==> config.mk <==
export PLATFORM = sky130hd
export DESIGN_NAME = resp_request_array_parser_core
export DESIGN_NICKNAME = d
export VERILOG_FILES = /design/src/rtl/rrap_pkg.sv /design/src/rtl/rrap_in_stage.sv /design/src/rtl/rrap_parse.sv /design/src/rtl/resp_request_array_parser_core.sv
export SDC_FILE = /design/constraint.sdc
export NUM_CORES = 1
export LEC_CHECK = 0
export ABC_AREA = 1
export BUFFER_PORTS_ARGS = -buffer_cell sky130_fd_sc_hd__buf_2
export CAP_MARGIN = 0
export CORE_MARGIN = 2
export CORE_UTILIZATION = 50
export DETAILED_ROUTE_END_ITERATION = 16
export PLACE_DENSITY = 0.7
export SLEW_MARGIN = 30
export SYNTH_ARGS = -nofsm -noshare
export SYNTH_HDL_FRONTEND = slang
export SYNTH_SLANG_ARGS = --single-unit
==> constraint.sdc <==
create_clock -name clk -period 12.08 [get_ports clk]
set_input_delay 2.416 -clock clk [delete_from_list [all_inputs] [get_ports clk]]
set_output_delay 2.416 -clock clk [all_outputs]
set_load 0.005 [all_outputs]
==> src/rtl/rrap_pkg.sv <==
// Package for the request array parser: field widths, character codes,
// parser phases, status codes and the result item type. No dependencies.
package rrap_pkg;

  localparam int BYTE_W    = 8;
  localparam int STATUS_W  = 2;
  localparam int ARGNUM_W  = 6;
  localparam int ALEN_W    = 32;
  localparam int TOTAL_W   = 7;
  localparam int FRAME_W   = 32;
  localparam int CFG_W     = 32;

  localparam int OUT_TDATA_W = 88;
  localparam int OUT_TUSER_W = 4;

  localparam int DEF_MAX_ARGUMENTS = 64;
  localparam int DEF_LENGTH_BITS   = 32;

  localparam logic [CFG_W-1:0] MAX_FRAME_RESET = 32'd65536;

  localparam logic [BYTE_W-1:0] CH_STAR   = 8'h2A;
  localparam logic [BYTE_W-1:0] CH_DOLLAR = 8'h24;
  localparam logic [BYTE_W-1:0] CH_CR     = 8'h0D;
  localparam logic [BYTE_W-1:0] CH_LF     = 8'h0A;
  localparam logic [BYTE_W-1:0] CH_ZERO   = 8'h30;
  localparam logic [BYTE_W-1:0] CH_NINE   = 8'h39;

  typedef enum logic [3:0] {
    PH_STAR       = 4'd0,
    PH_COUNT      = 4'd1,
    PH_COUNT_LF   = 4'd2,
    PH_DOLLAR     = 4'd3,
    PH_LEN        = 4'd4,
    PH_LEN_LF     = 4'd5,
    PH_PAYLOAD    = 4'd6,
    PH_TRAIL1     = 4'd7,
    PH_TRAIL2_OK  = 4'd8,
    PH_TRAIL2_BAD = 4'd9
  } phase_t;

  typedef enum logic [STATUS_W-1:0] {
    ST_BUSY  = 2'd0,
    ST_DONE  = 2'd1,
    ST_ERROR = 2'd2,
    ST_END   = 2'd3
  } status_t;

  typedef struct packed {
    logic [BYTE_W-1:0] byte_value;
    logic              end_marker;
  } in_item_t;

  typedef struct packed {
    status_t             status;
    logic                payload_valid;
    logic [BYTE_W-1:0]   payload_byte;
    logic [ARGNUM_W-1:0] argument_number;
    logic                payload_last;
    logic                header_done;
    logic [ALEN_W-1:0]   announced_length;
    logic [TOTAL_W-1:0]  argument_total;
    logic [FRAME_W-1:0]  frame_length;
  } result_t;

endpackage

==> src/rtl/rrap_in_stage.sv <==
// Input register of the request array parser: holds one accepted item.
// Depends on rrap_pkg.
module rrap_in_stage (
  input  logic              clk,
  input  logic              rst_n,
  input  logic              in_valid,
  output logic              in_ready,
  input  rrap_pkg::in_item_t in_item,
  input  logic              advance,
  output logic              held_valid,
  output rrap_pkg::in_item_t held_item
);
  import rrap_pkg::*;

  logic     valid_r;
  logic     valid_nxt;
  in_item_t item_r;

  assign in_ready   = !valid_r || advance;
  assign held_valid = valid_r;
  assign held_item  = item_r;

  always_comb begin
    valid_nxt = valid_r;
    if (in_ready) begin
      valid_nxt = in_valid;
    end
  end

  always_ff @(posedge clk) begin
    if (!rst_n) begin
      valid_r <= 1'b0;
    end else begin
      valid_r <= valid_nxt;
    end
  end

  always_ff @(posedge clk) begin
    if (in_ready && in_valid) begin
      item_r <= in_item;
    end
  end

endmodule

==> src/rtl/rrap_parse.sv <==
// Parser state and per-byte step logic of the request array parser.
// Depends on rrap_pkg.
module rrap_parse #(
  parameter int MAX_ARGUMENTS = rrap_pkg::DEF_MAX_ARGUMENTS,
  parameter int LENGTH_BITS   = rrap_pkg::DEF_LENGTH_BITS
) (
  input  logic                       clk,
  input  logic                       rst_n,
  input  logic                       step,
  input  rrap_pkg::in_item_t         item,
  input  logic [rrap_pkg::CFG_W-1:0] frame_limit,
  output rrap_pkg::result_t          result
);
  import rrap_pkg::*;

  localparam int ARG_W = $clog2(MAX_ARGUMENTS + 1);
  localparam int NW    = LENGTH_BITS + 4;
  localparam int WX    = ((LENGTH_BITS > CFG_W) ? LENGTH_BITS : CFG_W) + 2;

  phase_t                 phase_r, phase_nxt;
  logic [LENGTH_BITS-1:0] acc_r, acc_nxt;
  logic                   seen_r, seen_nxt;
  logic [ARG_W-1:0]       exp_r, exp_nxt;
  logic [ARG_W-1:0]       cur_r, cur_nxt;
  logic [LENGTH_BITS-1:0] rem_r, rem_nxt;
  logic [FRAME_W-1:0]     pos_r, pos_nxt;

  logic [FRAME_W-1:0] len;
  logic [NW-1:0]      acc10;
  logic               is_digit;
  logic [3:0]         digit;
  logic [WX-1:0]      acc_x;
  logic [WX-1:0]      max_x;
  logic [WX-1:0]      len_x;
  logic               len_bad;
  logic [ARG_W-1:0]   cur_inc;
  logic [15:0]        cur_ext;
  logic [15:0]        exp_ext;

  logic err, done, end_ok, hdr, pay, plast;

  assign len      = pos_r + 32'd1;
  assign is_digit = item.byte_value inside {[CH_ZERO:CH_NINE]};
  assign digit    = 4'(item.byte_value - CH_ZERO);
  assign acc10    = (NW'(acc_r) << 3) + (NW'(acc_r) << 1) + NW'(digit);
  assign acc_x    = WX'(acc_r);
  assign max_x    = WX'(frame_limit);
  assign len_x    = WX'(len);
  assign len_bad  = (acc_x > max_x) || ((len_x + acc_x) > max_x);
  assign cur_inc  = cur_r + 1'b1;
  assign cur_ext  = 16'(cur_r);
  assign exp_ext  = 16'(exp_r);

  always_comb begin
    phase_nxt = phase_r;
    acc_nxt   = acc_r;
    seen_nxt  = seen_r;
    exp_nxt   = exp_r;
    cur_nxt   = cur_r;
    rem_nxt   = rem_r;
    pos_nxt   = pos_r;
    err       = 1'b0;
    done      = 1'b0;
    end_ok    = 1'b0;
    hdr       = 1'b0;
    pay       = 1'b0;
    plast     = 1'b0;
    if (item.end_marker) begin
      end_ok = (phase_r == PH_STAR) && (pos_r == '0);
      err    = !end_ok;
    end else if (frame_limit == '0) begin
      err = 1'b1;
    end else begin
      case (phase_r)
        PH_STAR, PH_DOLLAR: begin
          if (item.byte_value != ((phase_r == PH_STAR) ? CH_STAR : CH_DOLLAR)) begin
            err = 1'b1;
          end else begin
            phase_nxt = (phase_r == PH_STAR) ? PH_COUNT : PH_LEN;
            acc_nxt   = '0;
            seen_nxt  = 1'b0;
          end
        end
        PH_COUNT, PH_LEN: begin
          if (item.byte_value == CH_CR) begin
            if (!seen_r) begin
              err = 1'b1;
            end else begin
              phase_nxt = (phase_r == PH_COUNT) ? PH_COUNT_LF : PH_LEN_LF;
            end
          end else if (!is_digit || (acc10[NW-1:LENGTH_BITS] != '0)) begin
            err = 1'b1;
          end else begin
            acc_nxt  = acc10[LENGTH_BITS-1:0];
            seen_nxt = 1'b1;
          end
        end
        PH_COUNT_LF: begin
          if (item.byte_value != CH_LF || acc_r == '0 ||
              acc_r > LENGTH_BITS'(MAX_ARGUMENTS)) begin
            err = 1'b1;
          end else begin
            exp_nxt   = acc_r[ARG_W-1:0];
            cur_nxt   = '0;
            phase_nxt = PH_DOLLAR;
          end
        end
        PH_LEN_LF: begin
          if (item.byte_value != CH_LF || len_bad) begin
            err = 1'b1;
          end else begin
            rem_nxt   = acc_r;
            hdr       = 1'b1;
            phase_nxt = (acc_r == '0) ? PH_TRAIL1 : PH_PAYLOAD;
          end
        end
        PH_PAYLOAD: begin
          pay     = 1'b1;
          rem_nxt = rem_r - 1'b1;
          if (rem_r == LENGTH_BITS'(1)) begin
            plast     = 1'b1;
            phase_nxt = PH_TRAIL1;
          end
        end
        PH_TRAIL1: begin
          phase_nxt = (item.byte_value == CH_CR) ? PH_TRAIL2_OK : PH_TRAIL2_BAD;
        end
        PH_TRAIL2_OK, PH_TRAIL2_BAD: begin
          if (phase_r == PH_TRAIL2_BAD || item.byte_value != CH_LF) begin
            err = 1'b1;
          end else begin
            cur_nxt = cur_inc;
            if (cur_inc >= exp_r) begin
              done = 1'b1;
            end else begin
              phase_nxt = PH_DOLLAR;
            end
          end
        end
        default: begin
          err = 1'b1;
        end
      endcase
      if (!err && !done && (len >= frame_limit)) begin
        err = 1'b1;
      end
    end
    if (err || done || item.end_marker) begin
      phase_nxt = PH_STAR;
      acc_nxt   = '0;
      seen_nxt  = 1'b0;
      exp_nxt   = '0;
      cur_nxt   = '0;
      rem_nxt   = '0;
      pos_nxt   = '0;
    end else begin
      pos_nxt = len;
    end
  end

  always_comb begin
    result = '0;
    if (end_ok) begin
      result.status = ST_END;
    end else if (err) begin
      result.status = ST_ERROR;
    end else begin
      result.status          = done ? ST_DONE : ST_BUSY;
      result.payload_valid   = pay;
      result.payload_byte    = pay ? item.byte_value : '0;
      result.argument_number = (pay || hdr) ? cur_ext[ARGNUM_W-1:0] : '0;
      result.payload_last    = plast;
      result.header_done     = hdr;
      result.announced_length = hdr ? acc_x[ALEN_W-1:0] : '0;
      result.argument_total  = done ? exp_ext[TOTAL_W-1:0] : '0;
      result.frame_length    = done ? len : '0;
    end
  end

  always_ff @(posedge clk) begin
    if (!rst_n) begin
      phase_r <= PH_STAR;
      acc_r   <= '0;
      seen_r  <= 1'b0;
      exp_r   <= '0;
      cur_r   <= '0;
      rem_r   <= '0;
      pos_r   <= '0;
    end else if (step) begin
      phase_r <= phase_nxt;
      acc_r   <= acc_nxt;
      seen_r  <= seen_nxt;
      exp_r   <= exp_nxt;
      cur_r   <= cur_nxt;
      rem_r   <= rem_nxt;
      pos_r   <= pos_nxt;
    end
  end

endmodule

==> src/rtl/resp_request_array_parser_core.sv <==
// Request array parser top level: input register, parser step, result
// register and the frame size register. Depends on rrap_pkg, rrap_in_stage
// and rrap_parse.
// Items wait in the input register; results are held in the result register.
// Throughput: one item per cycle unless out_tready stalls; parser state closes the loop.
// Reset: rst_n clears the parser to await a new frame, empties both
// registers and sets the frame size limit to 65536.
module resp_request_array_parser_core #(
  parameter int MAX_ARGUMENTS = rrap_pkg::DEF_MAX_ARGUMENTS,
  parameter int LENGTH_BITS   = rrap_pkg::DEF_LENGTH_BITS
) (
  input  logic                             clk,
  input  logic                             rst_n,
  input  logic                             in_tvalid,
  output logic                             in_tready,
  // byte_value[7:0]
  input  logic [rrap_pkg::BYTE_W-1:0]      in_tdata,
  // end_marker
  input  logic                             in_tuser,
  output logic                             out_tvalid,
  input  logic                             out_tready,
  // payload_byte[7:0], argument_number[13:8], announced_length[45:14],
  // argument_total[52:46], frame_length[84:53], zero[87:85]
  output logic [rrap_pkg::OUT_TDATA_W-1:0] out_tdata,
  // status[1:0], payload_valid[2], header_done[3]
  output logic [rrap_pkg::OUT_TUSER_W-1:0] out_tuser,
  // payload_last
  output logic                             out_tlast,
  input  logic                             cfg_valid,
  output logic                             cfg_ready,
  input  logic [rrap_pkg::CFG_W-1:0]       cfg_data
);
  import rrap_pkg::*;

  logic [CFG_W-1:0] max_frame_r;
  in_item_t         in_item;
  in_item_t         held_item;
  logic             held_valid;
  logic             advance;
  result_t          result;
  result_t          res_r;
  logic             out_valid_r, out_valid_nxt;

  assign in_item.byte_value = in_tdata;
  assign in_item.end_marker = in_tuser;
  assign advance   = held_valid && (!out_valid_r || out_tready);
  assign cfg_ready = 1'b1;

  rrap_in_stage u_in_stage (
    .clk        (clk),
    .rst_n      (rst_n),
    .in_valid   (in_tvalid),
    .in_ready   (in_tready),
    .in_item    (in_item),
    .advance    (advance),
    .held_valid (held_valid),
    .held_item  (held_item)
  );

  rrap_parse #(
    .MAX_ARGUMENTS (MAX_ARGUMENTS),
    .LENGTH_BITS   (LENGTH_BITS)
  ) u_parse (
    .clk         (clk),
    .rst_n       (rst_n),
    .step        (advance),
    .item        (held_item),
    .frame_limit (max_frame_r),
    .result      (result)
  );

  always_comb begin
    out_valid_nxt = out_valid_r;
    if (advance) begin
      out_valid_nxt = 1'b1;
    end else if (out_tready) begin
      out_valid_nxt = 1'b0;
    end
  end

  always_ff @(posedge clk) begin
    if (!rst_n) begin
      out_valid_r <= 1'b0;
      max_frame_r <= MAX_FRAME_RESET;
    end else begin
      out_valid_r <= out_valid_nxt;
      if (cfg_valid && cfg_ready) begin
        max_frame_r <= cfg_data;
      end
    end
  end

  always_ff @(posedge clk) begin
    if (advance) begin
      res_r <= result;
    end
  end

  assign out_tvalid = out_valid_r;
  assign out_tdata  = {3'b000, res_r.frame_length, res_r.argument_total,
                       res_r.announced_length, res_r.argument_number,
                       res_r.payload_byte};
  assign out_tuser  = {res_r.header_done, res_r.payload_valid, res_r.status};
  assign out_tlast  = res_r.payload_last;

endmodule

# [Yosys cells after proc, flatten, opt, wreduce, memory -nomap -nowiden]
# Cells that the tools add are included.
[word_totals] ff_bits=248 in_bits=46 output_inout_bits=96 word_cells=197
[classes] add_sub_neg=7 order_cmp=7 eq_ne=26 n_mux=81 n_bitwise=5 reduce_logical=49
[op_table] operator="$mux 32" count=11
[op_table] operator="$pmux 32 s2" count=2
[op_table] operator="$logic_not 32->1" count=3
[op_table] operator="$mux 7" count=10
[op_table] operator="$mux 4" count=12
[op_table] operator="$mux 1" count=40
[op_table] operator="$add 35x33->36" count=1
[op_table] operator="$add 36x4->36" count=1
[op_table] operator="$gt 34x32->1" count=1
[op_table] operator="$add 32x32->33" count=1
[op_table] operator="$add 32x1->32 const B" count=1
[op_table] operator="$eq 32x1->1 const B" count=1
[op_table] operator="$ge 32x32->1" count=1
[op_table] operator="$gt 32x32->1" count=1
[op_table] operator="$gt 32x7->1 const B" count=1
[op_table] operator="$sub 32x1->32 const B" count=1
[op_table] operator="$pmux 4 s7" count=1
[op_table] operator="$ne 3x3->1 const B" count=7
[op_table] operator="$eq 4x3->1 const B" count=4
[op_table] operator="$pmux 7 s2" count=1
[op_table] operator="$reduce_and 12->1" count=1
[op_table] operator="$reduce_or 3->1" count=4
[op_table] operator="$logic_or 1x1->1" count=11
[op_table] operator="$reduce_and 5->1" count=2
[op_table] operator="other kinds (29)" count=56

# [Depth between registers and ports, before layout]
[logic_depth] word_depth=19 depth_mapped=47

# [Cells and area by module]
# Synthesis repeated with hierarchy kept, for this count alone.
[hier_totals] hier_cells=2592 hier_area_um2=18617.9
[modules_own_cells] mod="rrap_parse" n_inst=1 cells_per_inst=2335 area_each_um2=14421.3 seq_area_each_um2=2302.2
[modules_own_cells] mod="resp_request_array_parser_core" n_inst=1 cells_per_inst=241 area_each_um2=3875.0 seq_area_each_um2=3363.2
[modules_own_cells] mod="rrap_in_stage" n_inst=1 cells_per_inst=16 area_each_um2=321.6 seq_area_each_um2=290.3

# [Worst setup path after synthesis]
# Ideal clock, no wire load.
[synth_path] path_kind="input to register" start="input out_tready" end="register res_r, in the netlist out_tdata[0], enable pin" t_arrival_ns=5.771 slack_ns=5.819 path_stages=6 path_buffers=2 cell_sequence="inv_1 nand2_1 nand2_1 inv_1 clkbuf_1 buf_1"
[synth_between] elab_chain_len=2
[synth_lines] item="start: declaration" line="resp_request_array_parser_core.sv:21" text="input logic out_tready,"
[synth_lines] item="$logic_or 1x1->1" line="resp_request_array_parser_core.sv:46" text="assign advance = held_valid && (!out_valid_r || out_tready);"
[synth_lines] item="$logic_and 1x1->1" line="resp_request_array_parser_core.sv:46"
[synth_lines] item="via advance" line="resp_request_array_parser_core.sv:39" text="logic advance;"
[synth_lines] item="end signal: assignment" line="resp_request_array_parser_core.sv:95" text="res_r <= result;"
[synth_lines] item="end: declaration" line="resp_request_array_parser_core.sv:41" text="result_t res_r;"
# The timed path passes the listed nets, and every way through them passes these cells.
# A chain may end at the register's enable or synchronous reset.

# [Worst setup path in the final report]
[layout_path] start="register u_parse.pos_r[0]" end="register u_parse.pos_r[8]"
[layout_between] elab_chain_len=18 elab_cells_between_ends=22 cone_classes="2 x add/sub; 2 x order compare; 8 x mux; 10 x reduce/logical"
[layout_lines] item="start: declaration" line="rrap_parse.sv:26" text="logic [FRAME_W-1:0] pos_r, pos_nxt;"
[layout_lines] item="start signal: assignment" line="rrap_parse.sv:196" text="pos_r <= pos_nxt;"
[layout_lines] item="$add 32x1->32 (*)" line="rrap_parse.sv:42" text="assign len = pos_r + 32'd1;"
[layout_lines] item="via u_parse.len[22]" line="rrap_parse.sv:28" text="logic [FRAME_W-1:0] len;"
[layout_lines] item="$add 32x32->33" line="rrap_parse.sv:49" text="assign len_bad = (acc_x > max_x) || ((len_x + acc_x) > max_x);"
[layout_lines] item="$gt 34x32->1" line="rrap_parse.sv:49"
[layout_lines] item="$logic_or 1x1->1" line="rrap_parse.sv:49"
[layout_lines] item="$logic_or 1x1->1" line="rrap_parse.sv:109" text="if (item.byte_value != CH_LF || len_bad) begin"
[layout_lines] item="$mux 1" line="rrap_parse.sv:109"
[layout_lines] item="$pmux 1 s6" line="rrap_parse.sv:74" text="case (phase_r)"
[layout_lines] item="$mux 1" line="rrap_parse.sv:71" text="end else if (frame_limit == '0) begin"
[layout_lines] item="$mux 1" line="rrap_parse.sv:68" text="if (item.end_marker) begin"
[layout_lines] item="$logic_not 1->1" line="rrap_parse.sv:144" text="if (!err && !done && (len >= frame_limit)) begin"
[layout_lines] item="$logic_and 1x1->1 (2 in a row)" line="rrap_parse.sv:144"
[layout_lines] item="$mux 1 (*)" line="rrap_parse.sv:144"
[layout_lines] item="$mux 1 (*)" line="rrap_parse.sv:71"
[layout_lines] item="$mux 1 (*)" line="rrap_parse.sv:68"
[layout_lines] item="$logic_or 1x1->1 (*) (2 in a row)" line="rrap_parse.sv:148" text="if (err || done || item.end_marker) begin"
[layout_lines] item="$mux 32 (*)" line="rrap_parse.sv:148"
# Mark *: on every way through the listed nets, which the timed path passes. The rest lies on a longest branch. The select of a mux whose other input is x is not followed.

==> results_dict.tcl <==
set metrics [dict create \
    synth_edf_count 99 \
    setup-tns-final_ns 0 \
    placed_cell_area_mm2 0.01915 \
    synth_area_mm2 0.01813 \
    cp_slowest_cell "nand3_2" \
    pwr-share-comb_pct 14.0 \
    synth-main-ff-cell "dfxtp_1" \
    coreArea_mm2 0.03566 \
    cts.clk_slew.worst_paths_ns 0.07 \
    ant_nets 0 \
    powerDensity_mw_per_mm2 109.1 \
    synth_commonest_cells "nand2_1, nor2_1, inv_1, a21oi_1, ha_1" \
    crit_fanout 48 \
    violations "DRC" \
    synth.top_cells.by_area "dfxtp_1, edfxtp_1, ha_1" \
    cp.arrival_ns 8.59 \
    yosysSeqAreaShare_pct 32.85 \
    worstSetupEndpointType "register" \
    grt_max_degree 81 \
    power_frac_seq_pct 42.1 \
    postCtsHoldBufs 0 \
    synth-async-reset-ratio_pct 0 \
    io_buffers 137 \
    clock_skew_ns 0.02031 \
    yosys.area_share.simple_pct 26.94 \
    avgSynthCellArea_um2 7.235 \
    outcome "finished with violations" \
    fin_crit_sh_pct 66.94 \
    nets 2865 \
    syn-instance-count 2506 \
    vias_per_cell 5.580 \
    dp.final_hpwl_um 42540 \
    synthXorXnorAreaFrac_pct 5.459 \
    yosys.area.top_type_share_pct 16.45 \
    dieArea_mm2 0.03780 \
    cts_tree "done" \
    cp.required_ns 12.58 \
    hp-class "reg2reg" \
    p_leak_nw 9.368 \
    initial_utilization_pct 50.85 \
    fin_ws_ns 3.994 \
    muxShareOfSynthArea_pct 0 \
    vias 17280 \
    io_pins 142 \
    grt_usage_pct 29.45 \
    fp.dieH_um 194.4 \
    cts_buffers 31 \
    yosys.area.top_type "dfxtp_1" \
    worst_pin_slew_ns 0.9338 \
    yosysUniqueCellTypes 52 \
    path_common_cell "nand2_1" \
    cts.htree.levels 1 \
    finalHoldViolations 0 \
    rows 69 \
    root_buffer "clkbuf_16" \
    fin_area_mm2 0.02021 \
    antenna_found_initial 0 \
    drc_errors 10 \
    cap_violations 0 \
    fp.dieW_um 194.4 \
    switching_share_pct 28.40 \
    synth_adder_area_share_pct 14.55 \
    worstSkewPairLatency_ns 0.59 \
    fmax_mhz 123.7 \
    maxSlewViolCount 0 \
    cts_post_setup_buffers_inserted 0 \
    grt-ovfl-total 0 \
    grt_pass1_wl_um 88910 \
    finalSetupViolations 0 \
    drt_iter0_drc 1564 \
    globalplace.congestion 0.9646 \
    clock_path_buffers 3 \
    ys_seq_elements 248 \
    grt_pass1_vias 16370 \
    reg2reg_depth 39 \
    path_class "reg2reg" \
    fill_cells 3465 \
    slew_headroom_pct 37.74 \
    cts_resized 0 \
    yosysWarnings 0 \
    finalWirelength_um 56170 \
    final_layout_size_suffix_gt1_share_pct 8.918 \
    n_antenna_cell 0 \
    yosysMostFrequentCell "nand2_1" \
    routedWlPerCell_um 18.14 \
    internal_power_mw 1.579 \
    syn2layout_area_growth_pct 11.49 \
    synth_compound_area_share_pct 12.44 \
    post-route-min-period_ns 8.086 \
    dr.pass1.iters 12 \
    p_switching_mw 0.6261 \
    holdPathStages 2 \
    synth_top_family_by_area "simple AND/OR/NAND/NOR gates" \
    clkSinkCount 248 \
    rsz0062_at_grt "no" \
    cpPeakStageDelay_ns 0.54 \
    power.total_mw 2.205 \
    dp_slack_ns 4.241 \
    start_kind "register" \
    power_frac_clock_pct 43.9 \
    vdd_ir_drop_max_mv 0.1118 \
]
kinds of logic after synthesis:
logic type | count (synthesis)
xor+xnor | 113
flops | 248
fa+ha+maj | 209
buf+inv | 355
other cells | 2
compound gates | 421
simple gates | 1158
sequential cells by signal, indices dropped and copies added (netlist names):
name and flops:
u_in_stage.held_valid 1, u_parse.acc_r 32, u_parse.seen_r 1, out_tdata 85, u_parse.rem_r 32, u_parse.cur_r 7, u_parse.phase_r 4, out_tvalid 1
u_in_stage.held_item 9, u_parse.exp_r 7, out_tuser 4, out_tlast 1, u_parse.pos_r 32, max_frame_r 32
layout by cell type, fill, tap and decap left out, types with 3 or more instances in the layout:
master / n
xor2_1: 72
a21o_1: 16
ha_1: 206
a31oi_1: 10
o211ai_1: 5
o21a_1: 5
nor4_1: 26
clkinv_1: 7
nand4_1: 52
buf_4: 16
fa_1: 3
conb_1: 4
clkinv_2: 3
o21ai_0: 114
buf_2: 137
inv_6: 4
nor3_1: 33
edfxtp_1: 99
clkinv_4: 6
xnor2_1: 41
o21bai_1: 7
inv_2: 5
nand2_2: 9
bufinv_16: 5
and3_1: 7
inv_1: 263
a21oi_1: 245
clkbuf_1: 3
nor2_2: 4
clkbuf_16: 31
nor2_1: 405
dfxtp_1: 149
nand2_1: 486
or2_2: 4
nand3_1: 120
nand3b_1: 3
o2111ai_1: 3
per-layer routing:
| metal | vias to the layer above | GRT usage [%] | share of wire (%) |
|---|---|---|---|
| met3 | 127 | 4.008 | 7.7 |
| met5 | - | 0 | 0 |
| met2 | 699 | 46.17 | 43 |
| met1 | 7914 | 41.25 | 45 |
| li1 | 8536 | - | - |
| met4 | 0 | 11.20 | 3.9 |
cell type report:
type / instances / area (µm²) / area share, %
Inverter: 271 / 1022 / 5.057
Tap cell: 461 / 576.8 / 2.854
Sequential cell: 248 / 5956 / 29.46
Multi-Input combinational cell: 1905 / 10790 / 53.37
Timing Repair Buffer: 153 / 805.8 / 3.986
Clock buffer: 34 / 787.0 / 3.894
Clock inverter: 24 / 277.8 / 1.374
power by group through the flow:
| stage | combinational, mW | clock [mW] | sequential [mW] |
|---|---|---|---|
| after floorplan | 0.218 | 0 | 0.943 |
| after global placement | 0.297 | 0 | 0.944 |
| after detailed placement | 0.304 | 0 | 0.945 |
| after CTS | 0.306 | 0.981 | 0.927 |
| after global routing | 0.346 | 1.02 | 0.931 |
| final | 0.310 | 0.968 | 0.928 |
final timing paths:
kind	startpoint	slack, ns	end
hold / removal	u_parse.seen_r	0.48	u_parse.seen_r
setup / recovery	u_parse.pos_r[0]	3.99	u_parse.pos_r[8]
hold reg to reg	u_parse.seen_r	0.48	u_parse.seen_r
setup reg to reg	u_parse.pos_r[0]	3.99	u_parse.pos_r[8]
metrics by stage:
stage / instances / hold WS (ns) / utilization, %
floorplan: 2508 / 0.4435 / -
global placement: 3038 / 0.4538 / 53.70
detailed placement: 3038 / 0.4612 / 53.70
CTS: 3096 / 0.4706 / 56.69
global route: 3096 / 0.4930 / 56.69
finish: 3096 / 0.4754 / 56.69
critical path, delay by kind of cell (launching register included):
family / cells / cell delay, ns
xor gates and xnor gates: 2 / 0.40
DFF: 1 / 0.45
AOI/OAI and AO/OA: 4 / 0.58
buffers and inverters: 5 / 1.13
and+or+nand+nor: 25 / 4.49
adders and majority gates: 3 / 0.89
Note: power is estimated with default switching activity, not from simulation.
